<file path="config.mk">
export PLATFORM = sky130hd
export DESIGN_NAME = cascaded_attitude_pi_controller_top
export DESIGN_NICKNAME = d
export VERILOG_FILES = /design/src/capc_pkg.sv /design/src/cascaded_attitude_pi_controller_top.sv /design/src/capc_datapath.sv
export SDC_FILE = /design/constraint.sdc
export NUM_CORES = 2
export LEC_CHECK = 0
export ABC_CLOCK_PERIOD_IN_PS = 15550
export BUFFER_PORTS_ARGS = -buffer_cell sky130_fd_sc_hd__buf_4
export CAP_MARGIN = 15
export CORE_UTILIZATION = 35
export DETAILED_ROUTE_END_ITERATION = 16
export GPL_TIMING_DRIVEN = 0
export HOLD_SLACK_MARGIN = 0.15
export SYNTH_ARGS = -nofsm -noshare
export SYNTH_HDL_FRONTEND = slang
export SYNTH_SLANG_ARGS = --single-unit
</file>
<file path="constraint.sdc">
create_clock -name clk_i -period 15.55 [get_ports clk_i]
set_clock_uncertainty 0.1 [all_clocks]
set_input_delay 1.555 -clock clk_i [delete_from_list [all_inputs] [get_ports clk_i]]
set_output_delay 1.555 -clock clk_i [all_outputs]
set_load 0.05 [all_outputs]
</file>
<file path="src/capc_pkg.sv">
package capc_pkg;

  localparam int SIG_FRAC   = 4;
  localparam int INTEG_FRAC = 8;
  localparam int GAIN_FRAC  = 8;
  localparam int FINE_BITS  = SIG_FRAC + 2 * GAIN_FRAC;
  localparam int INC_SHIFT  = FINE_BITS - INTEG_FRAC;
  localparam int OUT_SHIFT  = FINE_BITS;

  localparam int SIG_W   = 16;
  localparam int GAIN_W  = 12;
  localparam int THR_W   = 12;
  localparam int ALT_W   = 12;
  localparam int RLIM_W  = 11;
  localparam int INTEG_W = 18;
  localparam int INTEG_MAX = 2 ** (INTEG_W - 1) - 1;

  localparam int A_W     = SIG_W + 1;
  localparam int E_W     = A_W + GAIN_W + 2;
  localparam int P_W     = E_W + GAIN_W + 1;
  localparam int ACC_W   = P_W + 2;
  localparam int CLAMP_W = 24;
  localparam int ILIM_W  = 25;

  localparam int CFG_IDX_W = 3;
  localparam logic [CFG_IDX_W-1:0] REG_OUTER_GAIN   = 3'd0;
  localparam logic [CFG_IDX_W-1:0] REG_INNER_GAIN   = 3'd1;
  localparam logic [CFG_IDX_W-1:0] REG_INTEG_GAIN   = 3'd2;
  localparam logic [CFG_IDX_W-1:0] REG_INTEG_LIMIT  = 3'd3;
  localparam logic [CFG_IDX_W-1:0] REG_THROTTLE_MIN = 3'd4;
  localparam logic [CFG_IDX_W-1:0] REG_YAW_SCALE    = 3'd5;
  localparam logic [CFG_IDX_W-1:0] REG_REF_LIMIT    = 3'd6;

  localparam logic [1:0] AXIS_ROLL  = 2'd0;
  localparam logic [1:0] AXIS_PITCH = 2'd1;
  localparam logic [1:0] AXIS_YAW   = 2'd2;

  localparam int STEP_W = 4;
  localparam logic [STEP_W-1:0] STEP_PREP = 4'd0;
  localparam logic [STEP_W-1:0] STEP_LAST = 4'd8;

  typedef enum logic [3:0] {
    OP_PREP,
    OP_MUL_T,
    OP_ERR,
    OP_MUL_P,
    OP_MUL_I,
    OP_INC,
    OP_CLAMP,
    OP_TOTAL,
    OP_OUT
  } op_e;

  typedef enum logic {
    J_NEXT,
    J_AXIS_LOOP
  } jmp_e;

  typedef struct packed {
    op_e               op;
    jmp_e              jmp;
    logic [STEP_W-1:0] target;
  } ucw_t;

  typedef struct packed {
    logic       en;
    op_e        op;
    logic [1:0] axis;
  } ctl_t;

  typedef struct packed {
    logic signed [SIG_W-1:0] ref_roll;
    logic signed [SIG_W-1:0] ref_pitch;
    logic signed [SIG_W-1:0] ref_yaw;
    logic signed [SIG_W-1:0] angle_roll;
    logic signed [SIG_W-1:0] angle_pitch;
    logic signed [SIG_W-1:0] rate_roll;
    logic signed [SIG_W-1:0] rate_pitch;
    logic signed [SIG_W-1:0] rate_yaw;
    logic [THR_W-1:0]        throttle;
  } sample_t;

  typedef struct packed {
    logic [GAIN_W-1:0] outer_gain;
    logic [GAIN_W-1:0] inner_gain;
    logic [GAIN_W-1:0] integ_gain;
    logic [GAIN_W-1:0] integ_limit;
    logic [THR_W-1:0]  throttle_min;
    logic [GAIN_W-1:0] yaw_scale;
    logic [RLIM_W-1:0] ref_limit;
  } cfg_t;

  // per-axis microprogram, looped three times
  function automatic ucw_t ucode(input logic [STEP_W-1:0] step);
    ucw_t w;
    w = '{op: OP_OUT, jmp: J_NEXT, target: STEP_PREP};
    unique case (step)
      4'd0:    w.op = OP_PREP;
      4'd1:    w.op = OP_MUL_T;
      4'd2:    w.op = OP_ERR;
      4'd3:    w.op = OP_MUL_P;
      4'd4:    w.op = OP_MUL_I;
      4'd5:    w.op = OP_INC;
      4'd6:    w.op = OP_CLAMP;
      4'd7:    w.op = OP_TOTAL;
      4'd8:    w = '{op: OP_OUT, jmp: J_AXIS_LOOP, target: STEP_PREP};
      default: w = '{op: OP_OUT, jmp: J_AXIS_LOOP, target: STEP_PREP};
    endcase
    return w;
  endfunction

endpackage

</file>
<file path="src/cascaded_attitude_pi_controller_top.sv">
// Cascaded P/PI attitude and rate controller, one control tick per beat.
// Input channel (in_valid_i / in_stall_o) carries references, measured angles
// and rates and throttle; output channel (out_valid_o / out_stall_i) carries
// the three axis drives and the altitude copy. A beat moves on a rising edge
// with valid high and stall low.
// Configuration writes (cfg_valid_i / cfg_ready_o, index and data) are taken
// at any time; write them only while no tick is in flight.
// A microcoded sequencer runs a nine-step program per axis over one shared
// multiplier, three passes per tick: the result is registered when the yaw
// pass ends, and no new beat is taken while a tick is running. The input side
// takes the next beat while the previous result waits; if that result is
// still held when the next one finishes, the sequencer waits on its last step.
// Reset clears the integrators, loads default gains and limits and drops both
// valid and busy.
module cascaded_attitude_pi_controller_top (
  input  logic                                   clk_i,
  input  logic                                   rst_ni,
  input  logic                                   in_valid_i,
  output logic                                   in_stall_o,
  input  logic signed [capc_pkg::SIG_W-1:0]      ref_roll_i,
  input  logic signed [capc_pkg::SIG_W-1:0]      ref_pitch_i,
  input  logic signed [capc_pkg::SIG_W-1:0]      ref_yaw_i,
  input  logic [capc_pkg::ALT_W-1:0]             ref_alt_i,
  input  logic signed [capc_pkg::SIG_W-1:0]      angle_roll_i,
  input  logic signed [capc_pkg::SIG_W-1:0]      angle_pitch_i,
  input  logic signed [capc_pkg::SIG_W-1:0]      rate_roll_i,
  input  logic signed [capc_pkg::SIG_W-1:0]      rate_pitch_i,
  input  logic signed [capc_pkg::SIG_W-1:0]      rate_yaw_i,
  input  logic [capc_pkg::THR_W-1:0]             throttle_i,
  output logic                                   out_valid_o,
  input  logic                                   out_stall_i,
  output logic signed [capc_pkg::SIG_W-1:0]      drive_roll_o,
  output logic signed [capc_pkg::SIG_W-1:0]      drive_pitch_o,
  output logic signed [capc_pkg::SIG_W-1:0]      drive_yaw_o,
  output logic [capc_pkg::ALT_W-1:0]             drive_alt_o,
  input  logic                                   cfg_valid_i,
  output logic                                   cfg_ready_o,
  input  logic [capc_pkg::CFG_IDX_W-1:0]         cfg_index_i,
  input  logic [capc_pkg::GAIN_W-1:0]            cfg_data_i
);

  localparam int STEP_W = capc_pkg::STEP_W;

  logic                          busy_q;
  logic [STEP_W-1:0]             step_q;
  logic [1:0]                    axis_q;
  logic                          out_valid_q;
  capc_pkg::cfg_t                cfg_q;
  capc_pkg::sample_t             smp_q;
  logic [capc_pkg::ALT_W-1:0]    alt_q;
  logic signed [capc_pkg::SIG_W-1:0] drv_roll_q, drv_pitch_q, drv_yaw_q;
  logic [capc_pkg::ALT_W-1:0]    drv_alt_q;

  capc_pkg::ucw_t                uw;
  capc_pkg::ctl_t                ctl;
  logic                          in_acc, loop_step, last_axis, finish;
  logic signed [capc_pkg::SIG_W-1:0] dp_roll, dp_pitch, dp_sat;

  assign uw        = capc_pkg::ucode(step_q);
  assign in_acc    = in_valid_i && !busy_q;
  assign loop_step = busy_q && (uw.jmp == capc_pkg::J_AXIS_LOOP);
  assign last_axis = (axis_q == capc_pkg::AXIS_YAW);
  assign finish    = loop_step && last_axis && (!out_valid_q || !out_stall_i);

  assign ctl = '{en: busy_q, op: uw.op, axis: axis_q};

  capc_datapath u_dp (
    .clk_i         (clk_i),
    .rst_ni        (rst_ni),
    .ctl_i         (ctl),
    .smp_i         (smp_q),
    .cfg_i         (cfg_q),
    .drive_roll_o  (dp_roll),
    .drive_pitch_o (dp_pitch),
    .sat_o         (dp_sat)
  );

  always_ff @(posedge clk_i or negedge rst_ni) begin
    if (!rst_ni) begin
      busy_q      <= 1'b0;
      step_q      <= capc_pkg::STEP_PREP;
      axis_q      <= capc_pkg::AXIS_ROLL;
      out_valid_q <= 1'b0;
      cfg_q       <= '{outer_gain: 12'd512, inner_gain: 12'd256, integ_gain: 12'd307,
                       integ_limit: 12'd500, throttle_min: 12'd100, yaw_scale: 12'd1024,
                       ref_limit: 11'd50};
    end else begin
      if (cfg_valid_i) begin
        unique case (cfg_index_i)
          capc_pkg::REG_OUTER_GAIN:   cfg_q.outer_gain   <= cfg_data_i;
          capc_pkg::REG_INNER_GAIN:   cfg_q.inner_gain   <= cfg_data_i;
          capc_pkg::REG_INTEG_GAIN:   cfg_q.integ_gain   <= cfg_data_i;
          capc_pkg::REG_INTEG_LIMIT:  cfg_q.integ_limit  <= cfg_data_i;
          capc_pkg::REG_THROTTLE_MIN: cfg_q.throttle_min <= cfg_data_i;
          capc_pkg::REG_YAW_SCALE:    cfg_q.yaw_scale    <= cfg_data_i;
          capc_pkg::REG_REF_LIMIT:    cfg_q.ref_limit    <= cfg_data_i[capc_pkg::RLIM_W-1:0];
          default: ;
        endcase
      end

      if (finish) begin
        out_valid_q <= 1'b1;
      end else if (out_valid_q && !out_stall_i) begin
        out_valid_q <= 1'b0;
      end

      if (in_acc) begin
        busy_q <= 1'b1;
        step_q <= capc_pkg::STEP_PREP;
        axis_q <= capc_pkg::AXIS_ROLL;
      end else if (busy_q) begin
        if (uw.jmp == capc_pkg::J_NEXT) begin
          step_q <= step_q + STEP_W'(1);
        end else if (!last_axis) begin
          axis_q <= axis_q + 2'd1;
          step_q <= uw.target;
        end else if (finish) begin
          busy_q <= 1'b0;
        end
      end
    end
  end

  always_ff @(posedge clk_i) begin
    if (in_acc) begin
      smp_q <= '{ref_roll: ref_roll_i, ref_pitch: ref_pitch_i, ref_yaw: ref_yaw_i,
                 angle_roll: angle_roll_i, angle_pitch: angle_pitch_i,
                 rate_roll: rate_roll_i, rate_pitch: rate_pitch_i, rate_yaw: rate_yaw_i,
                 throttle: throttle_i};
      alt_q <= ref_alt_i;
    end
    if (finish) begin
      drv_roll_q  <= dp_roll;
      drv_pitch_q <= dp_pitch;
      drv_yaw_q   <= dp_sat;
      drv_alt_q   <= alt_q;
    end
  end

  assign in_stall_o    = busy_q;
  assign cfg_ready_o   = 1'b1;
  assign out_valid_o   = out_valid_q;
  assign drive_roll_o  = drv_roll_q;
  assign drive_pitch_o = drv_pitch_q;
  assign drive_yaw_o   = drv_yaw_q;
  assign drive_alt_o   = drv_alt_q;

`ifndef SYNTHESIS
  a_accept_busy: assert property (@(posedge clk_i) disable iff (!rst_ni)
    (in_valid_i && !in_stall_o) |=> in_stall_o)
    else $error("sequencer not busy after input beat");

  a_seq_range: assert property (@(posedge clk_i) disable iff (!rst_ni)
    busy_q |-> (step_q <= capc_pkg::STEP_LAST) && (axis_q <= capc_pkg::AXIS_YAW))
    else $error("step or axis counter out of range");

  a_result_from_seq: assert property (@(posedge clk_i) disable iff (!rst_ni)
    $rose(out_valid_o) |-> $past(busy_q) && !busy_q)
    else $error("result raised without a finished program");
`endif

endmodule

</file>
<file path="src/capc_datapath.sv">
module capc_datapath (
  input  logic                                 clk_i,
  input  logic                                 rst_ni,
  input  capc_pkg::ctl_t                       ctl_i,
  input  capc_pkg::sample_t                    smp_i,
  input  capc_pkg::cfg_t                       cfg_i,
  output logic signed [capc_pkg::SIG_W-1:0]    drive_roll_o,
  output logic signed [capc_pkg::SIG_W-1:0]    drive_pitch_o,
  output logic signed [capc_pkg::SIG_W-1:0]    sat_o
);

  localparam int A_W     = capc_pkg::A_W;
  localparam int E_W     = capc_pkg::E_W;
  localparam int P_W     = capc_pkg::P_W;
  localparam int ACC_W   = capc_pkg::ACC_W;
  localparam int CLAMP_W = capc_pkg::CLAMP_W;
  localparam int ILIM_W  = capc_pkg::ILIM_W;
  localparam int SIG_W   = capc_pkg::SIG_W;
  localparam int INTEG_W = capc_pkg::INTEG_W;
  localparam int GAIN_W  = capc_pkg::GAIN_W;

  localparam logic [ACC_W-1:0] INC_BIAS =
    ACC_W'((64'd1 << capc_pkg::INC_SHIFT) - 64'd1);
  localparam logic [ACC_W-1:0] OUT_BIAS =
    ACC_W'((64'd1 << capc_pkg::OUT_SHIFT) - 64'd1);
  localparam logic [ILIM_W-1:0] ILIM_MAX = ILIM_W'(capc_pkg::INTEG_MAX);
  localparam logic signed [ACC_W-1:0] DRV_MAX = ACC_W'(32767);
  localparam logic signed [ACC_W-1:0] DRV_MIN = ACC_W'(-32768);

  logic signed [A_W-1:0]     a_q;
  logic signed [E_W-1:0]     e_q;
  logic signed [P_W-1:0]     p_q;
  logic signed [ACC_W-1:0]   m_q;
  logic signed [ACC_W-1:0]   s_q;
  logic signed [INTEG_W-1:0] integ_q [3];
  logic signed [SIG_W-1:0]   w_q [2];

  logic signed [SIG_W-1:0]   ref_sel, ang_sel, rate_sel;
  logic signed [INTEG_W-1:0] integ_sel;
  logic signed [CLAMP_W-1:0] rlim, ref_w, ref_c;
  logic signed [A_W-1:0]     prep;
  logic signed [E_W-1:0]     mul_a, err;
  logic signed [GAIN_W:0]    mul_b;
  logic signed [P_W-1:0]     prod;
  logic signed [ACC_W-1:0]   inc_rnd, inc, s_d, total, out_rnd, out_tr;
  logic [ILIM_W-1:0]         ilim_raw, ilim;
  logic signed [ACC_W-1:0]   ilim_s, s_clamped;
  logic signed [INTEG_W-1:0] integ_new;
  logic                      is_yaw;

  assign is_yaw = (ctl_i.axis == capc_pkg::AXIS_YAW);

  always_comb begin
    unique case (ctl_i.axis)
      capc_pkg::AXIS_ROLL: begin
        ref_sel   = smp_i.ref_roll;
        ang_sel   = smp_i.angle_roll;
        rate_sel  = smp_i.rate_roll;
        integ_sel = integ_q[0];
      end
      capc_pkg::AXIS_PITCH: begin
        ref_sel   = smp_i.ref_pitch;
        ang_sel   = smp_i.angle_pitch;
        rate_sel  = smp_i.rate_pitch;
        integ_sel = integ_q[1];
      end
      default: begin
        ref_sel   = smp_i.ref_yaw;
        ang_sel   = '0;
        rate_sel  = smp_i.rate_yaw;
        integ_sel = integ_q[2];
      end
    endcase
  end

  // reference clamp and angle error for roll and pitch; yaw takes its raw reference
  assign rlim  = signed'(CLAMP_W'(cfg_i.ref_limit) << capc_pkg::SIG_FRAC);
  assign ref_w = CLAMP_W'(ref_sel);
  assign ref_c = (ref_w > rlim) ? rlim : ((ref_w < -rlim) ? -rlim : ref_w);
  assign prep  = is_yaw ? A_W'(ref_sel) : (A_W'(ref_c) - A_W'(ang_sel));

  // shared multiplier
  always_comb begin
    mul_a = e_q;
    mul_b = signed'({1'b0, cfg_i.inner_gain});
    case (ctl_i.op)
      capc_pkg::OP_MUL_T: begin
        mul_a = E_W'(a_q);
        mul_b = is_yaw ? signed'({1'b0, cfg_i.yaw_scale}) : signed'({1'b0, cfg_i.outer_gain});
      end
      capc_pkg::OP_MUL_I: mul_b = signed'({1'b0, cfg_i.integ_gain});
      default: ;
    endcase
  end
  assign prod = P_W'(mul_a) * P_W'(mul_b);

  assign err = E_W'(m_q) - (E_W'(rate_sel) <<< capc_pkg::GAIN_FRAC);

  // increment truncated toward zero
  assign inc_rnd = m_q + signed'(m_q[ACC_W-1] ? INC_BIAS : '0);
  assign inc     = inc_rnd >>> capc_pkg::INC_SHIFT;
  assign s_d     = ACC_W'(integ_sel) + inc;

  assign ilim_raw  = ILIM_W'(cfg_i.integ_limit) << capc_pkg::INTEG_FRAC;
  assign ilim      = (ilim_raw > ILIM_MAX) ? ILIM_MAX : ilim_raw;
  assign ilim_s    = signed'(ACC_W'(ilim));
  assign s_clamped = (s_q > ilim_s) ? ilim_s : ((s_q < -ilim_s) ? -ilim_s : s_q);
  assign integ_new = (smp_i.throttle < cfg_i.throttle_min) ? '0 : INTEG_W'(s_clamped);

  assign total = ACC_W'(p_q) + (ACC_W'(integ_sel) <<< capc_pkg::INC_SHIFT);

  assign out_rnd = m_q + signed'(m_q[ACC_W-1] ? OUT_BIAS : '0);
  assign out_tr  = out_rnd >>> capc_pkg::OUT_SHIFT;
  assign sat_o   = (out_tr > DRV_MAX) ? SIG_W'(DRV_MAX) :
                   ((out_tr < DRV_MIN) ? SIG_W'(DRV_MIN) : SIG_W'(out_tr));

  always_ff @(posedge clk_i or negedge rst_ni) begin
    if (!rst_ni) begin
      integ_q[0] <= '0;
      integ_q[1] <= '0;
      integ_q[2] <= '0;
    end else if (ctl_i.en && ctl_i.op == capc_pkg::OP_CLAMP) begin
      case (ctl_i.axis)
        capc_pkg::AXIS_ROLL:  integ_q[0] <= integ_new;
        capc_pkg::AXIS_PITCH: integ_q[1] <= integ_new;
        capc_pkg::AXIS_YAW:   integ_q[2] <= integ_new;
        default: ;
      endcase
    end
  end

  always_ff @(posedge clk_i) begin
    if (ctl_i.en) begin
      unique case (ctl_i.op)
        capc_pkg::OP_PREP:  a_q <= prep;
        capc_pkg::OP_MUL_T: m_q <= ACC_W'(prod);
        capc_pkg::OP_ERR:   e_q <= err;
        capc_pkg::OP_MUL_P: p_q <= prod;
        capc_pkg::OP_MUL_I: m_q <= ACC_W'(prod);
        capc_pkg::OP_INC:   s_q <= s_d;
        capc_pkg::OP_TOTAL: m_q <= total;
        capc_pkg::OP_OUT: begin
          if (!is_yaw) w_q[ctl_i.axis[0]] <= sat_o;
        end
        default: ;
      endcase
    end
  end

  assign drive_roll_o  = w_q[0];
  assign drive_pitch_o = w_q[1];

endmodule

</file>
# Word level (Yosys, flattened, before mapping)
# Memories as Yosys holds them, arrays and structs flattened. A register that Yosys moved wholly into a read port is not among the register bits.
# Cells that the tools add are included.
# totals
mem_count,1
out_inout_bits,63
ram_bits,32
ff_bits,498
wordCells,153
input_bits,172
# op_classes
n_reduce_logical,37
order_cmp,8
mul,1
n_eq_ne,25
muxes,40
add_sub_neg,10
# memory_table
name,depth,word_bits,read_ports,rd_clocked_by_memory_dff,wr,line,text
u_dp.w_q,2,16,2,2,1,capc_datapath.sv:36,logic signed [SIG_W-1:0] w_q [2];
# ops
op,count
case mux 16 bit (2 select lines),3
case mux 46 bit (2 select lines),1
two-way mux 18 bit,3
two-way mux 17 bit,3
adder 46 x 13 -> 46 bit,1
adder 46 x 21 -> 46 bit,1
< comparator 35 x 46 -> 1 bit,1
negation 20 -> 46 bit,1
adder 44 x 30 -> 45 bit,1
multiplier 31 x 13 -> 44 bit,1
two-way mux 20 bit,2
case mux 18 bit (2 select lines),1
adder 18 x 34 -> 35 bit,1
greater-than comparator 35 x 21 -> 1 bit,1
== test 4 x 3 -> 1 bit (second input constant),8
two-way mux 16 bit,2
case mux 4 bit (8 select lines),1
AND reduction 2 bit,16
two-way mux 31 bit,1
subtractor 31 x 24 -> 31 bit,1
greater-than comparator 26 x 16 -> 1 bit (second input constant),1
< comparator 26 x 16 -> 1 bit (second input constant),1
< comparator 16 x 24 -> 1 bit,1
two-way mux 12 bit,2
other kinds (32),66

# Depth between registers and ports, before layout
# depth
ltp_word,11
ltp_mapped,32
depth_no_buf,29

# Modules after synthesis
# A second synthesis with hierarchy kept.
# unflattened
cells_unflattened,4240
hier_area_um2,43212.7
# by_module_without_submodules
module,instances,cells_per_inst,seq_area_each_um2,area_each_um2
capc_datapath,1,3784,7477.2,33181.8
cascaded_attitude_pi_controller_top,1,456,8668.3,10030.9

# Least setup slack after synthesis
# No wires, ideal clock.
# synth_timing
kind,in2reg
startpoint,input in_valid_i
endpoint,"register alt_q[0] (netlist name), enable pin"
t_required_ps,14768
cell_stages,1
arrival_ps,8159
setup_ps,682
setup_slack_ps,6609
path_cell_list,nor2b_1
# synth_via
elab_chain_cells,1
# synth_rtl
element,line,text
from (decl),cascaded_attitude_pi_controller_top.sv:18,"input logic in_valid_i,"
logical AND 1 bit,cascaded_attitude_pi_controller_top.sv:60,assign in_acc = in_valid_i && !busy_q;
to (signal assigned),cascaded_attitude_pi_controller_top.sv:130,alt_q <= ref_alt_i;
to (decl),cascaded_attitude_pi_controller_top.sv:50,logic [capc_pkg::ALT_W-1:0] alt_q;
# No other way between the ends.
# A chain may end at the register's enable or synchronous reset.

# Worst setup path in the final report
# layout_timing
startpoint,register step_q[0]
endpoint,"register u_dp.m_q[41], data pin"
# layout_via
elab_chain_cells,6
# layout_rtl
element,line,text
from (decl),cascaded_attitude_pi_controller_top.sv:45,logic [STEP_W-1:0] step_q;
from (signal assigned),cascaded_attitude_pi_controller_top.sv:81,step_q <= capc_pkg::STEP_PREP;
from (signal assigned),cascaded_attitude_pi_controller_top.sv:109,step_q <= capc_pkg::STEP_PREP;
from (signal assigned),cascaded_attitude_pi_controller_top.sv:113,step_q <= step_q + STEP_W'(1);
"== test 4 x 3 -> 1 bit, or another cell as far along",capc_pkg.sv:97,unique case (step)
case mux 4 bit (8 select lines) (*),capc_pkg.sv:97,
== test 4 x 3 -> 1 bit / == test 4 x 1 -> 1 bit (equally long branches),"capc_datapath.sv:86, capc_datapath.sv:134",
case mux 12 bit (2 select lines) / two-way mux 31 bit (equally long branches),capc_datapath.sv:86,case (ctl_i.op)
multiplier 31 x 13 -> 44 bit,capc_datapath.sv:95,assign prod = P_W'(mul_a) * P_W'(mul_b);
case mux 46 bit (2 select lines) (*),capc_datapath.sv:134,unique case (ctl_i.op)
to (signal assigned),capc_datapath.sv:136,capc_pkg::OP_MUL_T: m_q <= ACC_W'(prod);
to (signal assigned),capc_datapath.sv:139,capc_pkg::OP_MUL_I: m_q <= ACC_W'(prod);
to (signal assigned),capc_datapath.sv:141,capc_pkg::OP_TOTAL: m_q <= total;
to (decl),capc_datapath.sv:33,logic signed [ACC_W-1:0] m_q;
# Every way passes the cells marked *; elsewhere a longest branch is shown, timed or not.

==> results.yml <==
synthesis:
  synth_cell_type_count: 88
  synth_edf_count: 416
  synth.cell_area_mm2: 0.0430
  ys_warn_count: 0
  async_flop_share: 0.258
  yosys-top-cells-area: "edfxtp_1 (29%), fa_1 (15%), ha_1 (9.5%), dfrtp_1 (7.3%), inv_1 (4.7%)"
  synth.ff_latch_count: 561
  synth_cells: 4206
  synth_top_area_cell: "edfxtp_1"
  synth_top_flop_cell: "edfxtp_1"
  yosysTopAreaCellShare: 0.290
  ys_seq_area_frac: 0.375
  synth.avg_cell_area_um2: 10.2
critical_path:
  crit_path_frequent_cell: "fa_1"
  criticalPathCategory: "flip-flop to flip-flop"
  cp-startpoint: "step_q[0]$_DFFE_PN0P_"
  cp_max_fo: 10
  slowest_stage: "a221oi_1"
  worstPathRequired_ps: 15790
  worstReg2RegStart: "step_q[0]$_DFFE_PN0P_"
  worst_setup_path_start_kind: "flip-flop"
  cp.arrival_ps: 10630
  critPathMaxStageDelay_ps: 1200
  end_kind: "flip-flop"
layout:
  fin_area_mm2: 0.0492
  final_common_cell: "inv_1"
  fin_util: 0.404
  layout_common_cells: "inv_1 (536), nand2_1 (463), edfxtp_1 (416), nor2_1 (383), fa_1 (332)"
  fin_nets: 5360
  drive_above_1_share: 0.109
  fillers: 11900
  area_growth_pct: 14.4
clock_network:
  cts_inserted_buffers: 56
  ctsRootBufferMaster: "clkbuf_16"
  hold_buffers: 0
  clk_latency_ps: 660
  htreeDepth: 2
  cts.sinks: 561
  clock_tree.buffer_depth: 3
  post-cts-setup-buffers: 0
  clk_pin_slew_worst_paths_ps: 60
  cts_resized: 0
  cts_tree: "yes"
placed_design:
  dp.final_hpwl_um: 99800
  gp_congestion: 0.925
  pre_cts_ws_ps: 5280
  port_buffers: 233
  dpl_cell_area_mm2: 0.0473
sta:
  worst_slack_ps: 5160
  final-max-slew-violation-count: 0
  finalSetupViolations: 0
  timing.fmax_mhz: 96.2
  min_period_over_period: 0.668
  tns_ps: 0
  tightest_slew_ps: 1350
  rsz0062_at_grt: "false"
  relSlewSlack: 0.102
  post-route-min-period_ps: 10390
  hold_viol_final: 0
floorplan:
  start_util: 0.353
  die-area_mm2: 0.124
  coreArea_mm2: 0.122
  rows: 128
  die_w_um: 353
  die_h_um: 353
  ioPinCount: 235
drt:
  drt-initial-drc-count: 2668
  drtPass1Iterations: 9
  avgViaCountPerCell: 5.21
  ant_nets: 0
  drc_errors: 0
  routedWlPerCell_um: 19.9
  drt_wl_total_um: 124000
  vias: 32300
global_routing:
  grt_max_degree: 88
  grt_pass1_wl_um: 190000
  track_usage: 0.198
  grt_pass1_vias: 32700
  overflow: 0
  antenna_found_initial: 7
worst_hold_path:
  hp-class: "flip-flop to flip-flop"
  min-delay-start: "u_dp.w_q[1][14]$_DFFE_PP_"
status:
  status: "finished clean"
run:
  max_cap_violations: 0
==> layer usage <==
layer / wire, µm / share of wire / vias to the layer above / track usage
li1: - / - / 15100 / -
met4: 3690 / 0.030 / 6 / 0.0590
met3: 9530 / 0.077 / 202 / 0.0424
met5: 41 / 0.00033 / - / 0
met1: 54700 / 0.44 / 15900 / 0.270
met2: 55800 / 0.45 / 1094 / 0.313
==> cell families (layout without fill, tap and decap cells) <==
kind of cell,after synthesis,count (layout),share of synthesized area
AOI/OAI and AO/OA,790,790,0.121
xor gates and xnor gates,180,180,0.0366
buffers and inverters,680,1047,0.0598
other,1,8,0.0000872
adders and majority gates,660,660,0.250
muxes,135,135,0.0344
DFF,561,561,0.375
and+or+nand+nor,1199,1199,0.123
==> stage by stage <==
step | instances | hold slack, ps
4_1_cts | 6200 | 316
2_1_floorplan | 4209 | 300
3_3_place_gp | 6067 | 300
6_report | 6205 | 318
5_1_grt | 6201 | 321
3_5_place_dp | 6094 | 305
==> synth_stat cells, types with 14 or more instances <==
cell type / number
a211oi_1: 20
a21o_1: 87
a21oi_1: 198
a22o_1: 32
a22oi_1: 48
a31oi_1: 18
and2_1: 14
and3_1: 31
buf_1: 25
clkbuf_1: 112
dfrtp_1: 125
dfstp_2: 20
edfxtp_1: 416
fa_1: 332
ha_1: 328
inv_1: 536
mux2_2: 97
mux2i_1: 36
nand2_1: 463
nand2b_1: 44
nand3_1: 63
nand4_1: 28
nor2_1: 384
nor2b_1: 27
nor3_1: 65
nor4_1: 28
o211ai_1: 15
o21a_1: 33
o21ai_0: 177
o21bai_1: 18
xnor2_1: 115
xor2_1: 65
==> final cells by class <==
class                      instances  area [µm²]  area share
antenna                            4        10.0    0.000203
buffer                           143         559      0.0114
clock buffer                      79        1610      0.0327
clock inverter                    27         298     0.00605
inverter                         537        2020      0.0410
multi-input combinational       2968       24400       0.496
sequential                       561       16100       0.328
tap                             1625        2030      0.0413
timing repair buffer             261        2150      0.0437
==> registers in the layout, indices dropped and copies added (netlist names), 17 cells and up <==
name and cells:
u_dp.integ_q 54, u_dp.w_q 32, smp_q 140, u_dp.e_q 31, u_dp.p_q 44, u_dp.s_q 35
u_dp.m_q 45, u_dp.a_q 17, cfg_q 83
==> path summary, 6_finish.rpt <==
path | endpoint | slack, ps | depth (start not counted)
worst max-delay path | u_dp.m_q[41]$_DFFE_PP_ | 5160 | 28
worst min-delay path | drive_pitch_o[14]$_DFFE_PP_ | 320 | 0
worst max register to register | u_dp.m_q[41]$_DFFE_PP_ | 5160 | 28
worst min register to register | drive_pitch_o[14]$_DFFE_PP_ | 320 | 0
max in group asynchronous | u_dp.integ_q[15]$_DFFE_PN0P_ | 13580 | 2
min in group asynchronous | cfg_q[14]$_DFFE_PN0P_ | 780 | 1
==> worst max-delay path: cells and delay by family (launching register included) <==
family | cells | cell delay (ps)
DFF | 1 | 430
buffers and inverters | 5 | 1250
adders and majority gates | 7 | 3130
and+or+nand+nor | 5 | 1290
AOI/OAI and AO/OA | 11 | 3860
Power is left out: the tool's default activity adds up to more than one toggle a clock period on the data nets, which glitch-free logic cannot reach.
